### config.mk
export PLATFORM = sky130hd
export DESIGN_NAME = rf_code_press_classifier_unit
export DESIGN_NICKNAME = d
export VERILOG_FILES = /design/src/hw/rtl/rfcp_pkg.sv /design/src/hw/rtl/rfcp_core.sv /design/src/hw/rtl/rf_code_press_classifier_unit.sv
export SDC_FILE = /design/constraint.sdc
export NUM_CORES = 1
export LEC_CHECK = 0
export BUFFER_PORTS_ARGS = -buffer_cell sky130_fd_sc_hd__buf_4
export CELL_PAD_IN_SITES_DETAIL_PLACEMENT = 0
export CELL_PAD_IN_SITES_GLOBAL_PLACEMENT = 1
export CORE_MARGIN = 1.5
export CORE_UTILIZATION = 52
export CTS_BUF_LIST = sky130_fd_sc_hd__clkbuf_4
export CTS_CLUSTER_DIAMETER = 120
export CTS_CLUSTER_SIZE = 8
export DETAILED_ROUTE_END_ITERATION = 8
export PLACE_DENSITY_LB_ADDON = 0.1
export SYNTH_ARGS = -nofsm -noshare
export SYNTH_HDL_FRONTEND = slang
export SYNTH_SLANG_ARGS = --single-unit
### constraint.sdc
create_clock -name aclk -period 15.6 [get_ports aclk]
set_clock_uncertainty 0.1 [all_clocks]
set_input_delay 3.12 -clock aclk [delete_from_list [all_inputs] [get_ports aclk]]
set_output_delay 3.12 -clock aclk [all_outputs]
set_load 0.01 [all_outputs]
### src/hw/rtl/rfcp_pkg.sv
package rfcp_pkg;

    localparam int unsigned TIME_W = 32;
    localparam int unsigned CODE_W = 32;
    localparam int unsigned CFG_W  = 16;
    localparam int unsigned CFG_IDX_W = 1;

    localparam logic [CFG_W-1:0] PRESS_TICKS_RST = 16'd1000;
    localparam logic [CFG_W-1:0] RELEASE_GAP_RST = 16'd200;

    typedef enum logic [CFG_IDX_W-1:0] {
        CFG_PRESS_TICKS = 1'b0,
        CFG_RELEASE_GAP = 1'b1
    } cfg_idx_t;

    typedef enum logic [1:0] {
        PH_IDLE     = 2'd0,
        PH_PRESSED  = 2'd1,
        PH_RELEASED = 2'd2,
        PH_LONG     = 2'd3
    } phase_t;

    typedef struct packed {
        logic [CFG_W-1:0] press_ticks;
        logic [CFG_W-1:0] release_gap_ms;
    } cfg_t;

    typedef struct packed {
        logic [TIME_W-1:0] now_ms;
        logic              code_valid;
        logic [CODE_W-1:0] code_value;
    } poll_t;

    typedef struct packed {
        logic              click_event;
        logic              long_start_event;
        logic              long_during_event;
        logic              long_stop_event;
        logic [CODE_W-1:0] event_code;
        logic              long_pressed;
        logic [TIME_W-1:0] pressed_ms;
    } result_t;

endpackage

### src/hw/rtl/rfcp_core.sv
module rfcp_core (
    input  logic             aclk,
    input  logic             aresetn,
    input  logic             step,
    input  rfcp_pkg::poll_t  poll,
    input  rfcp_pkg::cfg_t   cfg,
    output rfcp_pkg::result_t res
);
    import rfcp_pkg::*;

    phase_t            phase_reg, phase_next;
    logic [TIME_W-1:0] start_time_reg, start_time_next;
    logic [TIME_W-1:0] stop_time_reg, stop_time_next;
    logic [TIME_W-1:0] last_code_time_reg, last_code_time_next;
    logic [CODE_W-1:0] last_code_reg, last_code_next;
    logic              long_flag_reg, long_flag_next;

    logic              active;
    logic              silent;
    logic              long_due;
    logic [TIME_W-1:0] gap;
    logic [TIME_W-1:0] held;

    // gap uses the stored code time; silent is only meaningful without a code
    assign active   = poll.code_valid;
    assign gap      = poll.now_ms - last_code_time_reg;
    assign held     = poll.now_ms - start_time_reg;
    assign silent   = !active && (gap > {{(TIME_W-CFG_W){1'b0}}, cfg.release_gap_ms});
    assign long_due = active && (held > {{(TIME_W-CFG_W){1'b0}}, cfg.press_ticks});

    // next phase
    always_comb begin
        phase_next = phase_reg;
        unique case (phase_reg)
            PH_IDLE: begin
                if (active) phase_next = PH_PRESSED;
            end
            PH_PRESSED: begin
                if (silent)        phase_next = PH_RELEASED;
                else if (long_due) phase_next = PH_LONG;
            end
            PH_RELEASED: phase_next = PH_IDLE;
            PH_LONG: begin
                if (silent) phase_next = PH_IDLE;
            end
            default: phase_next = PH_IDLE;
        endcase
    end

    // datapath updates and events
    always_comb begin
        start_time_next     = start_time_reg;
        stop_time_next      = stop_time_reg;
        long_flag_next      = long_flag_reg;
        last_code_next      = active ? poll.code_value : last_code_reg;
        last_code_time_next = active ? poll.now_ms : last_code_time_reg;
        res.click_event       = 1'b0;
        res.long_start_event  = 1'b0;
        res.long_during_event = 1'b0;
        res.long_stop_event   = 1'b0;
        unique case (phase_reg)
            PH_IDLE: begin
                if (active) start_time_next = poll.now_ms;
            end
            PH_PRESSED: begin
                if (silent) begin
                    stop_time_next = poll.now_ms;
                end else if (long_due) begin
                    stop_time_next        = poll.now_ms;
                    long_flag_next        = 1'b1;
                    res.long_start_event  = 1'b1;
                    res.long_during_event = 1'b1;
                end
            end
            PH_RELEASED: res.click_event = 1'b1;
            PH_LONG: begin
                if (silent) begin
                    stop_time_next      = poll.now_ms;
                    long_flag_next      = 1'b0;
                    res.long_stop_event = 1'b1;
                end else begin
                    long_flag_next        = 1'b1;
                    res.long_during_event = 1'b1;
                end
            end
            default: ;
        endcase
        res.event_code   = last_code_next;
        res.long_pressed = long_flag_next;
        res.pressed_ms   = stop_time_next - start_time_next;
    end

    always_ff @(posedge aclk) begin
        if (!aresetn) begin
            phase_reg          <= PH_IDLE;
            start_time_reg     <= '0;
            stop_time_reg      <= '0;
            last_code_time_reg <= '0;
            last_code_reg      <= '0;
            long_flag_reg      <= 1'b0;
        end else if (step) begin
            phase_reg          <= phase_next;
            start_time_reg     <= start_time_next;
            stop_time_reg      <= stop_time_next;
            last_code_time_reg <= last_code_time_next;
            last_code_reg      <= last_code_next;
            long_flag_reg      <= long_flag_next;
        end
    end

    a_flag_tracks_phase: assert property (@(posedge aclk) disable iff (!aresetn)
        long_flag_reg == (phase_reg == PH_LONG))
        else $error("long flag out of step with phase");

    a_events_exclusive: assert property (@(posedge aclk) disable iff (!aresetn)
        step |-> $onehot0({res.click_event, res.long_during_event, res.long_stop_event}))
        else $error("conflicting events in one poll");

    a_click_to_idle: assert property (@(posedge aclk) disable iff (!aresetn)
        (step && phase_reg == PH_RELEASED) |=> phase_reg == PH_IDLE)
        else $error("click poll did not return to idle");

    a_start_enters_long: assert property (@(posedge aclk) disable iff (!aresetn)
        (step && res.long_start_event) |=> phase_reg == PH_LONG)
        else $error("long start without long phase");

endmodule

### src/hw/rtl/rf_code_press_classifier_unit.sv
// Remote-code press classifier. Each input transfer is one poll: the current
// millisecond time and an optional received code. Every poll yields exactly
// one result transfer carrying click / long-start / during-long / long-stop
// events, the code for this poll (or the last code seen, 0 before any),
// the long-press flag and stop minus start time. Throughput is one poll per
// clock while the result channel is not stalled. The poll lands in the
// input register at its transfer edge, and the classifier step then writes
// the result register, which drives result valid. The press state advances
// as each poll leaves the input register, so results stay in order under
// any stall pattern. press_ticks (index 0, reset 1000) and release_gap_ms
// (index 1, reset 200) are written via cfg_wr_en; the user must write them
// only while the block is idle; the block does not enforce this. All time
// differences wrap modulo 2^32.
module rf_code_press_classifier_unit (
    input  logic                          aclk,
    input  logic                          aresetn,
    // config write port
    input  logic                          cfg_wr_en,
    input  logic [rfcp_pkg::CFG_IDX_W-1:0] cfg_index,
    input  logic [rfcp_pkg::CFG_W-1:0]    cfg_wdata,
    // poll channel
    input  logic                          s_valid,
    output logic                          s_ready,
    input  logic [rfcp_pkg::TIME_W-1:0]   s_now_ms,
    input  logic                          s_code_valid,
    input  logic [rfcp_pkg::CODE_W-1:0]   s_code_value,
    // result channel
    output logic                          m_valid,
    input  logic                          m_ready,
    output logic                          m_click_event,
    output logic                          m_long_start_event,
    output logic                          m_long_during_event,
    output logic                          m_long_stop_event,
    output logic [rfcp_pkg::CODE_W-1:0]   m_event_code,
    output logic                          m_long_pressed,
    output logic [rfcp_pkg::TIME_W-1:0]   m_pressed_ms
);
    import rfcp_pkg::*;

    cfg_t    cfg_reg;
    poll_t   in_reg;
    logic    in_valid_reg;
    result_t out_reg;
    logic    out_valid_reg;
    result_t res;
    logic    advance;   // result register can take a new value
    logic    step;      // input register moves into the classifier

    assign advance = !out_valid_reg || m_ready;
    assign step    = in_valid_reg && advance;
    assign s_ready = !in_valid_reg || advance;

    // config registers
    always_ff @(posedge aclk) begin
        if (!aresetn) begin
            cfg_reg.press_ticks    <= PRESS_TICKS_RST;
            cfg_reg.release_gap_ms <= RELEASE_GAP_RST;
        end else if (cfg_wr_en) begin
            unique case (cfg_idx_t'(cfg_index))
                CFG_PRESS_TICKS: cfg_reg.press_ticks    <= cfg_wdata;
                CFG_RELEASE_GAP: cfg_reg.release_gap_ms <= cfg_wdata;
                default: ;
            endcase
        end
    end

    // input register
    always_ff @(posedge aclk) begin
        if (!aresetn) begin
            in_valid_reg <= 1'b0;
        end else if (s_ready) begin
            in_valid_reg <= s_valid;
        end
    end

    always_ff @(posedge aclk) begin
        if (s_valid && s_ready) begin
            in_reg.now_ms     <= s_now_ms;
            in_reg.code_valid <= s_code_valid;
            in_reg.code_value <= s_code_value;
        end
    end

    rfcp_core u_core (
        .aclk    (aclk),
        .aresetn (aresetn),
        .step    (step),
        .poll    (in_reg),
        .cfg     (cfg_reg),
        .res     (res)
    );

    // result register
    always_ff @(posedge aclk) begin
        if (!aresetn) begin
            out_valid_reg <= 1'b0;
        end else if (advance) begin
            out_valid_reg <= in_valid_reg;
        end
    end

    always_ff @(posedge aclk) begin
        if (step) out_reg <= res;
    end

    assign m_valid             = out_valid_reg;
    assign m_click_event       = out_reg.click_event;
    assign m_long_start_event  = out_reg.long_start_event;
    assign m_long_during_event = out_reg.long_during_event;
    assign m_long_stop_event   = out_reg.long_stop_event;
    assign m_event_code        = out_reg.event_code;
    assign m_long_pressed      = out_reg.long_pressed;
    assign m_pressed_ms        = out_reg.pressed_ms;

    a_ready_when_drained: assert property (@(posedge aclk) disable iff (!aresetn)
        !in_valid_reg |-> s_ready)
        else $error("input stalled while empty");

    a_result_follows_step: assert property (@(posedge aclk) disable iff (!aresetn)
        step |=> m_valid)
        else $error("classified poll lost");

    a_hold_when_stalled: assert property (@(posedge aclk) disable iff (!aresetn)
        (m_valid && !m_ready) |=> m_valid && $stable(out_reg))
        else $error("stalled result changed");

endmodule
Yosys cells after proc, flatten, opt, wreduce, memory -nomap -nowiden
Index checks and enable logic that the tools add are counted.

storage, ports and cells
  bits in writable memories = 0
  latch bits = 0
  word-level logic and storage cells = 69
  memory bits (read-only) = 0
  input bits = 87
  memories kept = 0
  flip-flop bits (word level) = 299

cells by class
  bitwise logic cells = 2
  equality and inequality tests = 6
  $lt $le $gt $ge = 2
  shifts and indexed selects = 0
  $mul = 0
  mux-type cells = 21
  reductions and logical operators = 15
  div/mod/pow operators = 0
  add/sub/neg operators = 3

operators by type and width
  operator                                                          count
  32-bit two-way mux                                                6
  32-bit subtractor                                                 3
  32-bit by 16-bit > comparator with 1-bit output                   2
  32-bit one-hot mux with 2 select lines                            1
  2-bit two-way mux                                                 5
  2-bit one-hot mux with 4 select lines                             1
  1-bit two-way mux                                                 6
  2-bit AND reduction                                               3
  2-bit == test (second input constant)                             2
  1-bit logical AND                                                 4
  1-bit one-hot mux with 2 select lines                             2
  4-bit AND reduction                                               1
  1-bit zero test                                                   3
  3-bit by 1-bit != test with 1-bit output (second input constant)  1
  2-bit by 1-bit == test with 1-bit output (second input constant)  1
  2-bit zero test                                                   1
  1-bit logical OR                                                  2
  2-bit by 1-bit != test with 1-bit output (second input constant)  1
  2-bit != test (second input constant)                             1
  1-bit NOT                                                         2
  2-bit OR reduction                                                1

Longest topological paths before layout
Gate-level depths: netlist (run 1).

  word-level depth = 7
  gate-level depth with buffers = 38
  depth with buffers taken out = 37

By module
From an unflattened synthesis (run 1), not the netlist that was laid out.

second synthesis, totals
  cell total of the unflattened synthesis = 1949
  area total of the unflattened synthesis = 18073.6 um2

modules (own cells, without submodules)
  module                         cells each  sequential area each (um2)  times used  area an instance (um2)
  rfcp_core                      1674        2622.5                      1           12693.4
  rf_code_press_classifier_unit  275         4704.5                      1           5380.2

Worst setup path before layout (run 1)
Ideal clock, no wire load.

  kind = register to register
  from = register in_reg[37] (netlist bit)
  to = register out_reg, in the netlist m_pressed_ms[31], data pin
  path slack = 8.061 ns
  clock period less this slack = 7.539 ns
  stages on the path, launching flop included = 35
  buffers on the path = 1
  arrival time = 7.181 ns
  library setup time = 0.258 ns
  path through = edfxtp_1 ha_1 a21o_1 or4_1 o22ai_2 o21ai_2 or2_2 a21oi_1 xnor2_1 ha_1 nand4_1 nor2_1 a221o_1 o31a_1 nor4_1 o311ai_0 nor3_1 nand4_1 o21ai_4 a21oi_4 buf_6 mux2_4 ha_1 nor2b_1 o21a_1 o21ai_0 a311o_1 a31oi_1 a221o_1 a32oi_1 a31oi_1 a21oi_1 nor2b_1 o41a_1 xnor2_1

RTL lines
  item                    line                                  RTL
  start: declaration      rf_code_press_classifier_unit.sv:41   poll_t in_reg;
  end signal: assignment  rf_code_press_classifier_unit.sv:103  if (step) out_reg <= res;
  end: declaration        rf_code_press_classifier_unit.sv:43   result_t out_reg;

==> flow_metrics.env, run 1 <==
export IMPL_clk_latency_ns=0.79
export IMPL_drt_total_wl_um=45400
export IMPL_die_w_um=188
export IMPL_postSynth_asyncResetShare_pct=0
export IMPL_drt_drc_violations_left=0
export IMPL_final_net_count=2194
export IMPL_cts_sinks=299
export IMPL_synth_edf_count=134
export IMPL_drv_slew=0
export IMPL_fin_setup_tns_ns=0
export IMPL_grt_use_total_pct=25.6
export IMPL_r2r_setup_slack_ns=6.45
export IMPL_setup_violations=0
export IMPL_grt_overflow=0
export IMPL_coreArea_um2=33700
export IMPL_io_buffers=157
export IMPL_initial_core_util_pct=53.0
export IMPL_mostFrequentLayoutCells="nand2_1 (294), buf_4 (166), dfxtp_1 (165)"
export IMPL_postCtsSetupRepairBufs=0
export IMPL_cts_tree="built"
export IMPL_worst_r2r_startpoint="in_reg[35]"
export IMPL_clkTransAtPathRegs_ns=0.10
export IMPL_critical_path_class="register to register"
export IMPL_reg2reg_depth=34
export IMPL_hp_start="u_core.last_code_reg[15]"
export IMPL_io_pins=158
export IMPL_final_hold_viol_count=0
export IMPL_avgViaCountPerCell=5.69
export IMPL_slowest_delay_ns=0.69
export IMPL_drv_cap=0
export IMPL_row_count=67
export IMPL_cp_start_kind="register"
export IMPL_dpl_worst_slack_ns=6.68
export IMPL_power_density_nw_per_um2=93.9
export IMPL_cpMostUsedCell="ha_1"
export IMPL_ys_seq_area_share_pct=41.0
export IMPL_worstSetupEndpointType="register"
export IMPL_slowest_stage="o31ai_1"
export IMPL_leakage_nw=8.04
export IMPL_largest_reg_flops=65
export IMPL_cp_max_fo=32
export IMPL_rsz0062_at_grt="false"
export IMPL_cts_buffers=43
export IMPL_hp_class="register to register"
export IMPL_synth_fp_nets=2073
export IMPL_syn_area_um2=17900
export IMPL_cts_hold_buffers_added=0
export IMPL_worst_slew_pin_transition_ns=1.04
export IMPL_dieArea_um2=35500
export IMPL_antenna_found_initial=2
export IMPL_cp_startpoint="in_reg[35]"
export IMPL_die_y_um=188
export IMPL_r2r_end="m_pressed_ms[31]"
export IMPL_syn_to_final_growth_pct=11.2
export IMPL_layout_drive_gt1_share_pct=17.1
export IMPL_arrival_ns=9.52
export IMPL_place_congestion=0.919
export IMPL_syn_area_per_cell_um2=9.62
export IMPL_synth_ff_type="dfxtp_1"
export IMPL_grt_pass1_wl_um=72000
export IMPL_clockBufferDepth=3
export IMPL_status="finished, final reports clean"
export IMPL_required_ns=15.97
export IMPL_cts_htree_levels=2
export IMPL_drtAntennaViolNets=0
export IMPL_setup_slack_ns=6.45
export IMPL_critPathCapture="m_pressed_ms[31]"
export IMPL_num_vias=14000
export IMPL_ir_drop_mv=0.0574
export IMPL_drt_iter0_markers=910
export IMPL_post_route_min_period_ns=9.15
export IMPL_wl_per_cell_um=18.5
export IMPL_grt_max_degree=93
export IMPL_root_buffer="clkbuf_4"
export IMPL_first_pass_iters=6
export IMPL_grt_pass1_vias=13400
export IMPL_dpl_hpwl_um=32700
export IMPL_fmax_mhz=109
export IMPL_final_common_cell="nand2_1"
export IMPL_synth_cell_types=85
export IMPL_relSlewSlack_pct=30.8
export IMPL_synth_seq_cells=299
export IMPL_yosysWarnings=0
export IMPL_synthCells=1858
export IMPL_period_share_pct=58.7
export IMPL_finalPower_mw=1.87
export IMPL_cts_resized_gates=0
[cells by family (layout without fill, tap and decap cells)]
family	count (synthesis)	in the layout	share of synthesized area, %
buffers and inverters	211	364	4.86
muxes	141	141	8.96
AOI/OAI and AO/OA	461	461	18.7
DFF	299	299	41.0
other	0	3	0
adders and majority gates	128	128	9.09
and+or+nand+nor	557	557	14.5
xor gates and xnor gates	61	61	2.99
[cell type report]
class / count / area [um2]
clock buffers: 73 / 548
flip-flops and latches: 299 / 7330
repair buffers: 166 / 1250
inverters: 121 / 459
diodes: 3 / 7.51
well taps: 448 / 561
fillers: 3037 / 13800
multi-input cells: 1348 / 9700
clock inverters: 4 / 26.3
[worst max-delay path: cells and delay by family (launching register included)]
kind / cells / cell delay [ns]
simple gates: 9 / 1.38
flops: 1 / 0.52
buf+inv: 1 / 0.35
mux: 1 / 0.40
compound gates: 18 / 4.76
xor+xnor: 2 / 0.33
fa+ha+maj: 3 / 0.99
[cell usage after synthesis, drive strengths merged, types with 30 or more instances]
master,count,share of area [%]
clkbuf,58,1.2
o21ai,46,1.4
mux2,68,4.9
a21boi,94,3.9
nand4,30,1.0
ha,125,8.7
a21oi,100,2.9
a21o,43,1.8
buf,32,1.1
inv,120,2.5
nand2,296,6.2
nor2,66,1.4
o211a,31,1.7
dfxtp,165,18
mux2i,73,4.1
nor2b,46,1.6
edfxtp,134,23
xnor2,36,1.8
[where the power goes]
| part | internal [mW] | switching, mW | leakage, nW |
|---|---|---|---|
| Clock | 0.211 | 0.287 | 0.341 |
| Sequential | 0.869 | 0.0270 | 2.63 |
| Combinational | 0.202 | 0.271 | 5.08 |
[stage by stage]
step	instances	cell area (um2)	util (%)	hold WS, ns
floorplan	1858	17900	-	0.341
global placement	2382	19300	57.3	0.350
detailed placement	2382	19300	57.3	0.358
CTS	2459	19900	59.0	0.371
global route	2462	19900	59.0	0.385
finish	2462	19900	59.0	0.368
[routing by layer]
| layer | wire length (um) | vias up | global-route usage (%) |
|---|---|---|---|
| met5 | 0 | - | 0 |
| met4 | 1250 | 0 | 7.84 |
| met3 | 2290 | 83 | 4.77 |
| met2 | 20900 | 338 | 41.6 |
| met1 | 21000 | 6632 | 34.6 |
| li1 | - | 6947 | - |
[worst min path at each step]
stage	end	slack, ns	cells after the start
CTS	u_core.last_code_reg[17]	0.37	2
floorplan	u_core.last_code_reg[13]	0.34	2
detailed placement	u_core.last_code_reg[17]	0.36	2
finish	u_core.last_code_reg[15]	0.37	2
global placement	u_core.last_code_reg[9]	0.35	2
global route	u_core.last_code_reg[17]	0.39	2
Power figures use the tool's default switching activity.
==> inputs of run 2 (changes only) <==
CORE_UTILIZATION = 44   (was 52)
clock period = 7.6 ns   (was 15.6 ns; I/O delays follow)
==> run 2 against run 1 <==
  * Maximum frequency up 21%
  * Final cell count up 11%
  * Critical endpoint unchanged
  * Global-route usage down 2.2 points
  * Critical path depth up 1
  * Largest power group unchanged
  * Design area up 8.9%
  * Sequential power up 100%
  * Core utilization down 4.7 points
  * Combinational power up 140%
  * Largest cell class unchanged
  * Clock-buffer cell count down 1
  * Worst hold slack about the same
  * Die area up 18%
  * Clock power up 110%
==> flow_metrics.env, run 2 (synthesis results as in run 1) <==
export IMPL_r2r_setup_slack_ns=0.06
export IMPL_ir_drop_mv=0.112
export IMPL_clkTransAtPathRegs_ns=0.11
export IMPL_io_pins=158
export IMPL_fmax_mhz=133
export IMPL_cts_buffers=43
export IMPL_multi_input_area_um2=9950
export IMPL_dpl_worst_slack_ns=-0.269
export IMPL_final_net_count=2383
export IMPL_root_buffer="clkbuf_4"
export IMPL_post_route_min_period_ns=7.54
export IMPL_initial_core_util_pct=44.8
export IMPL_fin_cells=2728
export IMPL_die_w_um=205
export IMPL_pwr_share_comb_pct=28.6
export IMPL_cts_sinks=299
export IMPL_relSlewSlack_pct=31.3
export IMPL_coreArea_um2=39900
export IMPL_layout_drive_gt1_share_pct=25.9
export IMPL_period_share_pct=99.2
export IMPL_slowest_delay_ns=0.41
export IMPL_grt_max_degree=89
export IMPL_setup_slack_ns=0.0645
export IMPL_antenna_found_initial=2
export IMPL_drt_iter0_markers=778
export IMPL_wl_per_cell_um=18.0
export IMPL_grt_use_total_pct=23.4
export IMPL_finalPower_mw=4.03
export IMPL_clk_latency_ns=0.83
export IMPL_clockBufferDepth=3
export IMPL_io_buffers=157
export IMPL_p_switching_mw=1.28
export IMPL_p_seq_share_pct=45.4
export IMPL_power_density_nw_per_um2=186
export IMPL_final_hold_viol_count=0
export IMPL_dieArea_um2=41800
export IMPL_first_pass_iters=7
export IMPL_drt_drc_violations_left=0
export IMPL_worstSetupEndpointType="register"
export IMPL_intPower_mw=2.75
export IMPL_grt_overflow=0
export IMPL_cp_start_kind="register"
export IMPL_grt_pass1_vias=14100
export IMPL_num_vias=14500
export IMPL_place_congestion=0.910
export IMPL_hp_class="register to register"
export IMPL_row_count=73
export IMPL_setup_violations=0
export IMPL_rsz0062_at_grt="true"
export IMPL_mostFrequentLayoutCells="buf_4 (352), nand2_1 (295), dfxtp_1 (165)"
export IMPL_cts_htree_levels=2
export IMPL_dp_cells=2629
export IMPL_grt_pass1_wl_um=76700
export IMPL_largest_reg_flops=65
export IMPL_drv_slew=0
export IMPL_n_fill_cell=3757
export IMPL_arrival_ns=7.98
export IMPL_leakage_nw=8.99
export IMPL_drv_cap=0
export IMPL_worst_slew_pin_transition_ns=1.03
export IMPL_die_y_um=205
export IMPL_cts_tree="built"
export IMPL_dpl_hpwl_um=35400
export IMPL_required_ns=8.04
export IMPL_switching_share_pct=31.8
export IMPL_cp_max_fo=5
export IMPL_syn_to_final_growth_pct=21.1
export IMPL_critical_path_class="register to register"
export IMPL_avgViaCountPerCell=5.31
export IMPL_power_share_clock_pct=26.0
export IMPL_drtAntennaViolNets=0
export IMPL_status="finished, final reports clean"
export IMPL_slowest_stage="edfxtp_1"
export IMPL_ff_latch_area_um2=7330
export IMPL_final_common_cell="buf_4"
export IMPL_drt_total_wl_um=49000
## run 2: cell types whose count changed in the layout (fill, tap and decap cells not counted), sizes merged
cell,before,now
inv,122,121
diode,3,4
clkinv,0,2
clkinvlp,3,2
clkbuf,73,72
buf,166,355
## run 2: worst max-delay path: cells and delay by family, from the launching register on
| kind | cells | cell delay, ns |
|---|---|---|
| fa+ha+maj | 3 | 0.81 |
| xor+xnor | 2 | 0.25 |
| flops | 1 | 0.41 |
| compound gates | 18 | 3.83 |
| simple gates | 9 | 1.20 |
| mux | 1 | 0.35 |
| buf+inv | 2 | 0.31 |
## run 2: cell type report
cell class | count | area share [%]
multi-input combinational | 1348 | 46.0
clock buffer | 72 | 2.50
sequential | 299 | 33.8
timing repair buffer | 355 | 12.4
inverter | 121 | 2.12
clock inverter | 4 | 0.150
tap | 525 | 3.03
antenna | 4 | 0.0462
## run 2: power by group through the flow
stage / registers, mW / clock network (mW) / logic [mW]
2_1_floorplan: 1.87 / 0 / 0.678
3_3_place_gp: 1.87 / 0 / 1.09
3_5_place_dp: 1.87 / 0 / 1.10
4_1_cts: 1.83 / 1.09 / 1.13
5_1_grt: 1.84 / 1.16 / 1.27
6_report: 1.83 / 1.05 / 1.15
## run 2: routing by layer
| metal | up-vias | wire, um | GRT usage (%) |
|---|---|---|---|
| met4 | 0 | 1180 | 6.70 |
| met3 | 67 | 1880 | 4.22 |
| met2 | 243 | 23200 | 38.8 |
| li1 | 7315 | - | - |
| met5 | - | 0 | 0 |
| met1 | 6862 | 22700 | 31.1 |
## run 2: timing repair
| action | CTS | global route |
|---|---|---|
| gates cloned | 0 | 0 |
| setup endpoints to repair | 5 | 17 |
| resized for setup | 27 | 31 |
| hold buffers | 0 | 0 |
| pin swaps | 22 | 24 |
| setup buffers | 12 | 10 |
## run 2: path summary, 6_finish.rpt
path | endpoint | from | cells past startpoint
max | m_pressed_ms[31] | in_reg[35] | 35
min | u_core.last_code_reg[28] | u_core.last_code_reg[28] | 2
max reg2reg | m_pressed_ms[31] | in_reg[35] | 35
min reg2reg | u_core.last_code_reg[28] | u_core.last_code_reg[28] | 2
## run 2: through the flow
| step | hold slack, ns | area, um2 | util, % | TNS (ns) |
|---|---|---|---|---|
| 6_report | 0.368 | 21700 | 54.3 | 0 |
| 5_1_grt | 0.396 | 21700 | 54.3 | -0.999 |
| 4_1_cts | 0.373 | 21400 | 53.7 | 0 |
| 3_5_place_dp | 0.360 | 20700 | 51.8 | -0.643 |
| 3_3_place_gp | 0.350 | 20700 | 51.8 | -0.178 |
| 2_1_floorplan | 0.341 | 17900 | - | 0 |
==> inputs of run 3 (changes only) <==
PLACE_DENSITY = 0.84   (was not set)
PLACE_DENSITY_LB_ADDON = not set   (was 0.1)
==> run 3 against run 2 <==
  * The flow now finishes with violations (negative setup slack)
  * Sequential power about the same
  * Sequential share of layout area grew 0.27 points
  * Routed wire length up 0.12%
  * Setup slack worse by 0.18 ns
  * Non-clock buffer count shrank 30
==> flow_metrics.env, run 3 (synthesis results as in run 1) <==
export IMPL_finalPower_mw=4.01
export IMPL_n_fill_cell=3596
export IMPL_first_pass_iters=6
export IMPL_whs_ns=0.368
export IMPL_cp_startpoint="in_reg[33]"
export IMPL_clk_latency_ns=0.77
export IMPL_power_density_nw_per_um2=187
export IMPL_drv_slew=0
export IMPL_clkTransAtPathRegs_ns=0.11
export IMPL_drv_cap=0
export IMPL_setup_violations=2
export IMPL_leakage_nw=8.86
export IMPL_grt_max_degree=91
export IMPL_post_route_min_period_ns=7.72
export IMPL_ff_latch_area_um2=7330
export IMPL_largest_reg_flops=65
export IMPL_final_net_count=2353
export IMPL_clockBufferDepth=3
export IMPL_r2r_end="m_pressed_ms[31]"
export IMPL_relSlewSlack_pct=29.9
export IMPL_finish_utilization_pct=53.8
export IMPL_multi_input_area_um2=9980
export IMPL_cts_buffers=43
export IMPL_num_vias=14800
export IMPL_coreArea_um2=39900
export IMPL_drt_drc_violations_left=0
export IMPL_grt_pass1_vias=14500
export IMPL_arrival_ns=8.13
export IMPL_status="finished, violations left"
export IMPL_dpl_hpwl_um=34900
export IMPL_grt_overflow=0
export IMPL_initial_core_util_pct=44.8
export IMPL_drt_total_wl_um=49100
export IMPL_fmax_mhz=130
export IMPL_final_common_cell="buf_4"
export IMPL_cts_htree_levels=2
export IMPL_dpl_worst_slack_ns=-0.239
export IMPL_row_count=73
export IMPL_die_y_um=205
export IMPL_worstSetupEndpointType="register"
export IMPL_r2r_setup_slack_ns=-0.12
export IMPL_cp_max_fo=16
export IMPL_mostFrequentLayoutCells="buf_4 (318), nand2_1 (293), dfxtp_1 (165)"
export IMPL_die_w_um=205
export IMPL_hp_class="register to register"
export IMPL_slowest_delay_ns=0.40
export IMPL_final_hold_viol_count=0
export IMPL_io_pins=158
export IMPL_slowest_stage="a221o_1"
export IMPL_io_buffers=157
export IMPL_dieArea_um2=41800
export IMPL_period_share_pct=102
export IMPL_drtAntennaViolNets=0
export IMPL_drt_iter0_markers=904
export IMPL_setup_slack_ns=-0.119
export IMPL_root_buffer="clkbuf_4"
export IMPL_syn_to_final_growth_pct=20.2
export IMPL_worst_slew_pin_transition_ns=1.05
export IMPL_worst_r2r_startpoint="in_reg[33]"
export IMPL_required_ns=8.01
export IMPL_grt_pass1_wl_um=76700
export IMPL_violations="negative setup slack"
export IMPL_critical_path_class="register to register"
export IMPL_hp_start="u_core.last_code_reg[4]"
export IMPL_min_to="u_core.last_code_reg[4]"
export IMPL_avgViaCountPerCell=5.48
export IMPL_ir_drop_mv=0.168
export IMPL_cts_hold_buffers_added=0
export IMPL_cp_start_kind="register"
export IMPL_layout_drive_gt1_share_pct=25.1
export IMPL_cts_tree="built"
export IMPL_cts_sinks=299
export IMPL_hold_path_depth=2
export IMPL_wl_per_cell_um=18.2
export IMPL_reg2reg_depth=35
export IMPL_antenna_found_initial=2
export IMPL_rsz0062_at_grt="true"
export IMPL_place_congestion=0.913
export IMPL_grt_use_total_pct=23.1
==> run 3: repair_timing <==
action | CTS | global route
pin swaps | 12 | 45
resized for setup | 20 | 44
endpoints found under the setup margin | 4 | 18
setup buffers | 7 | 21
==> run 3: worst max-delay path by stage <==
stage	end	slack (ns)	cells after the start
finish	m_pressed_ms[31]	-0.12	35
global route	m_pressed_ms[31]	-0.50	35
CTS	m_pressed_ms[31]	-0.03	34
detailed placement	m_pressed_ms[31]	-0.24	33
global placement	m_pressed_ms[31]	-0.09	33
floorplan	m_pressed_ms[31]	0.06	34
==> run 3: layout make-up <==
class                   instances  area share [%]
diodes                          4          0.0466
clock buffers                  73            2.55
clock inverters                 4           0.116
inverters                     121            2.15
multi-input cells            1348            46.5
flip-flops and latches        299            34.1
well taps                     525            3.06
repair buffers                325            11.5
==> run 3: per-stage QoR <==
| step | instances | area, um2 | TNS [ns] |
|---|---|---|---|
| after detailed placement | 2595 | 20400 | -0.580 |
| after global routing | 2699 | 21500 | -2.37 |
| after CTS | 2679 | 21100 | -0.0269 |
| after floorplan | 1858 | 17900 | 0 |
| final | 2699 | 21500 | -0.182 |
| after global placement | 2595 | 20400 | -0.130 |
==> run 3: layer usage <==
layer | vias to the layer above | share of wire (%) | GRT usage (%) | wire, um
met1 | 7118 | 45 | 30.7 | 22100
met2 | 355 | 47 | 38.1 | 23200
met4 | 0 | 1.9 | 5.78 | 931
met5 | - | 0 | 0 | 0
li1 | 7247 | - | - | -
met3 | 68 | 5.8 | 4.95 | 2850
==> run 3: power by group <==
part / internal (mW) / leakage (nW) / switching [mW]
Combinational: 0.532 / 5.89 / 0.615
Clock: 0.432 / 0.345 / 0.592
Sequential: 1.78 / 2.63 / 0.0559
Total: 2.75 / 8.86 / 1.26
==> run 3: worst max-delay path, delay by kind of cell, from the launching register on <==
family / cells / cell delay, ns
flops: 1 / 0.38
simple gates: 8 / 1.22
xor+xnor: 2 / 0.27
compound gates: 18 / 3.79
fa+ha+maj: 4 / 1.15
mux: 1 / 0.31
buf+inv: 2 / 0.25
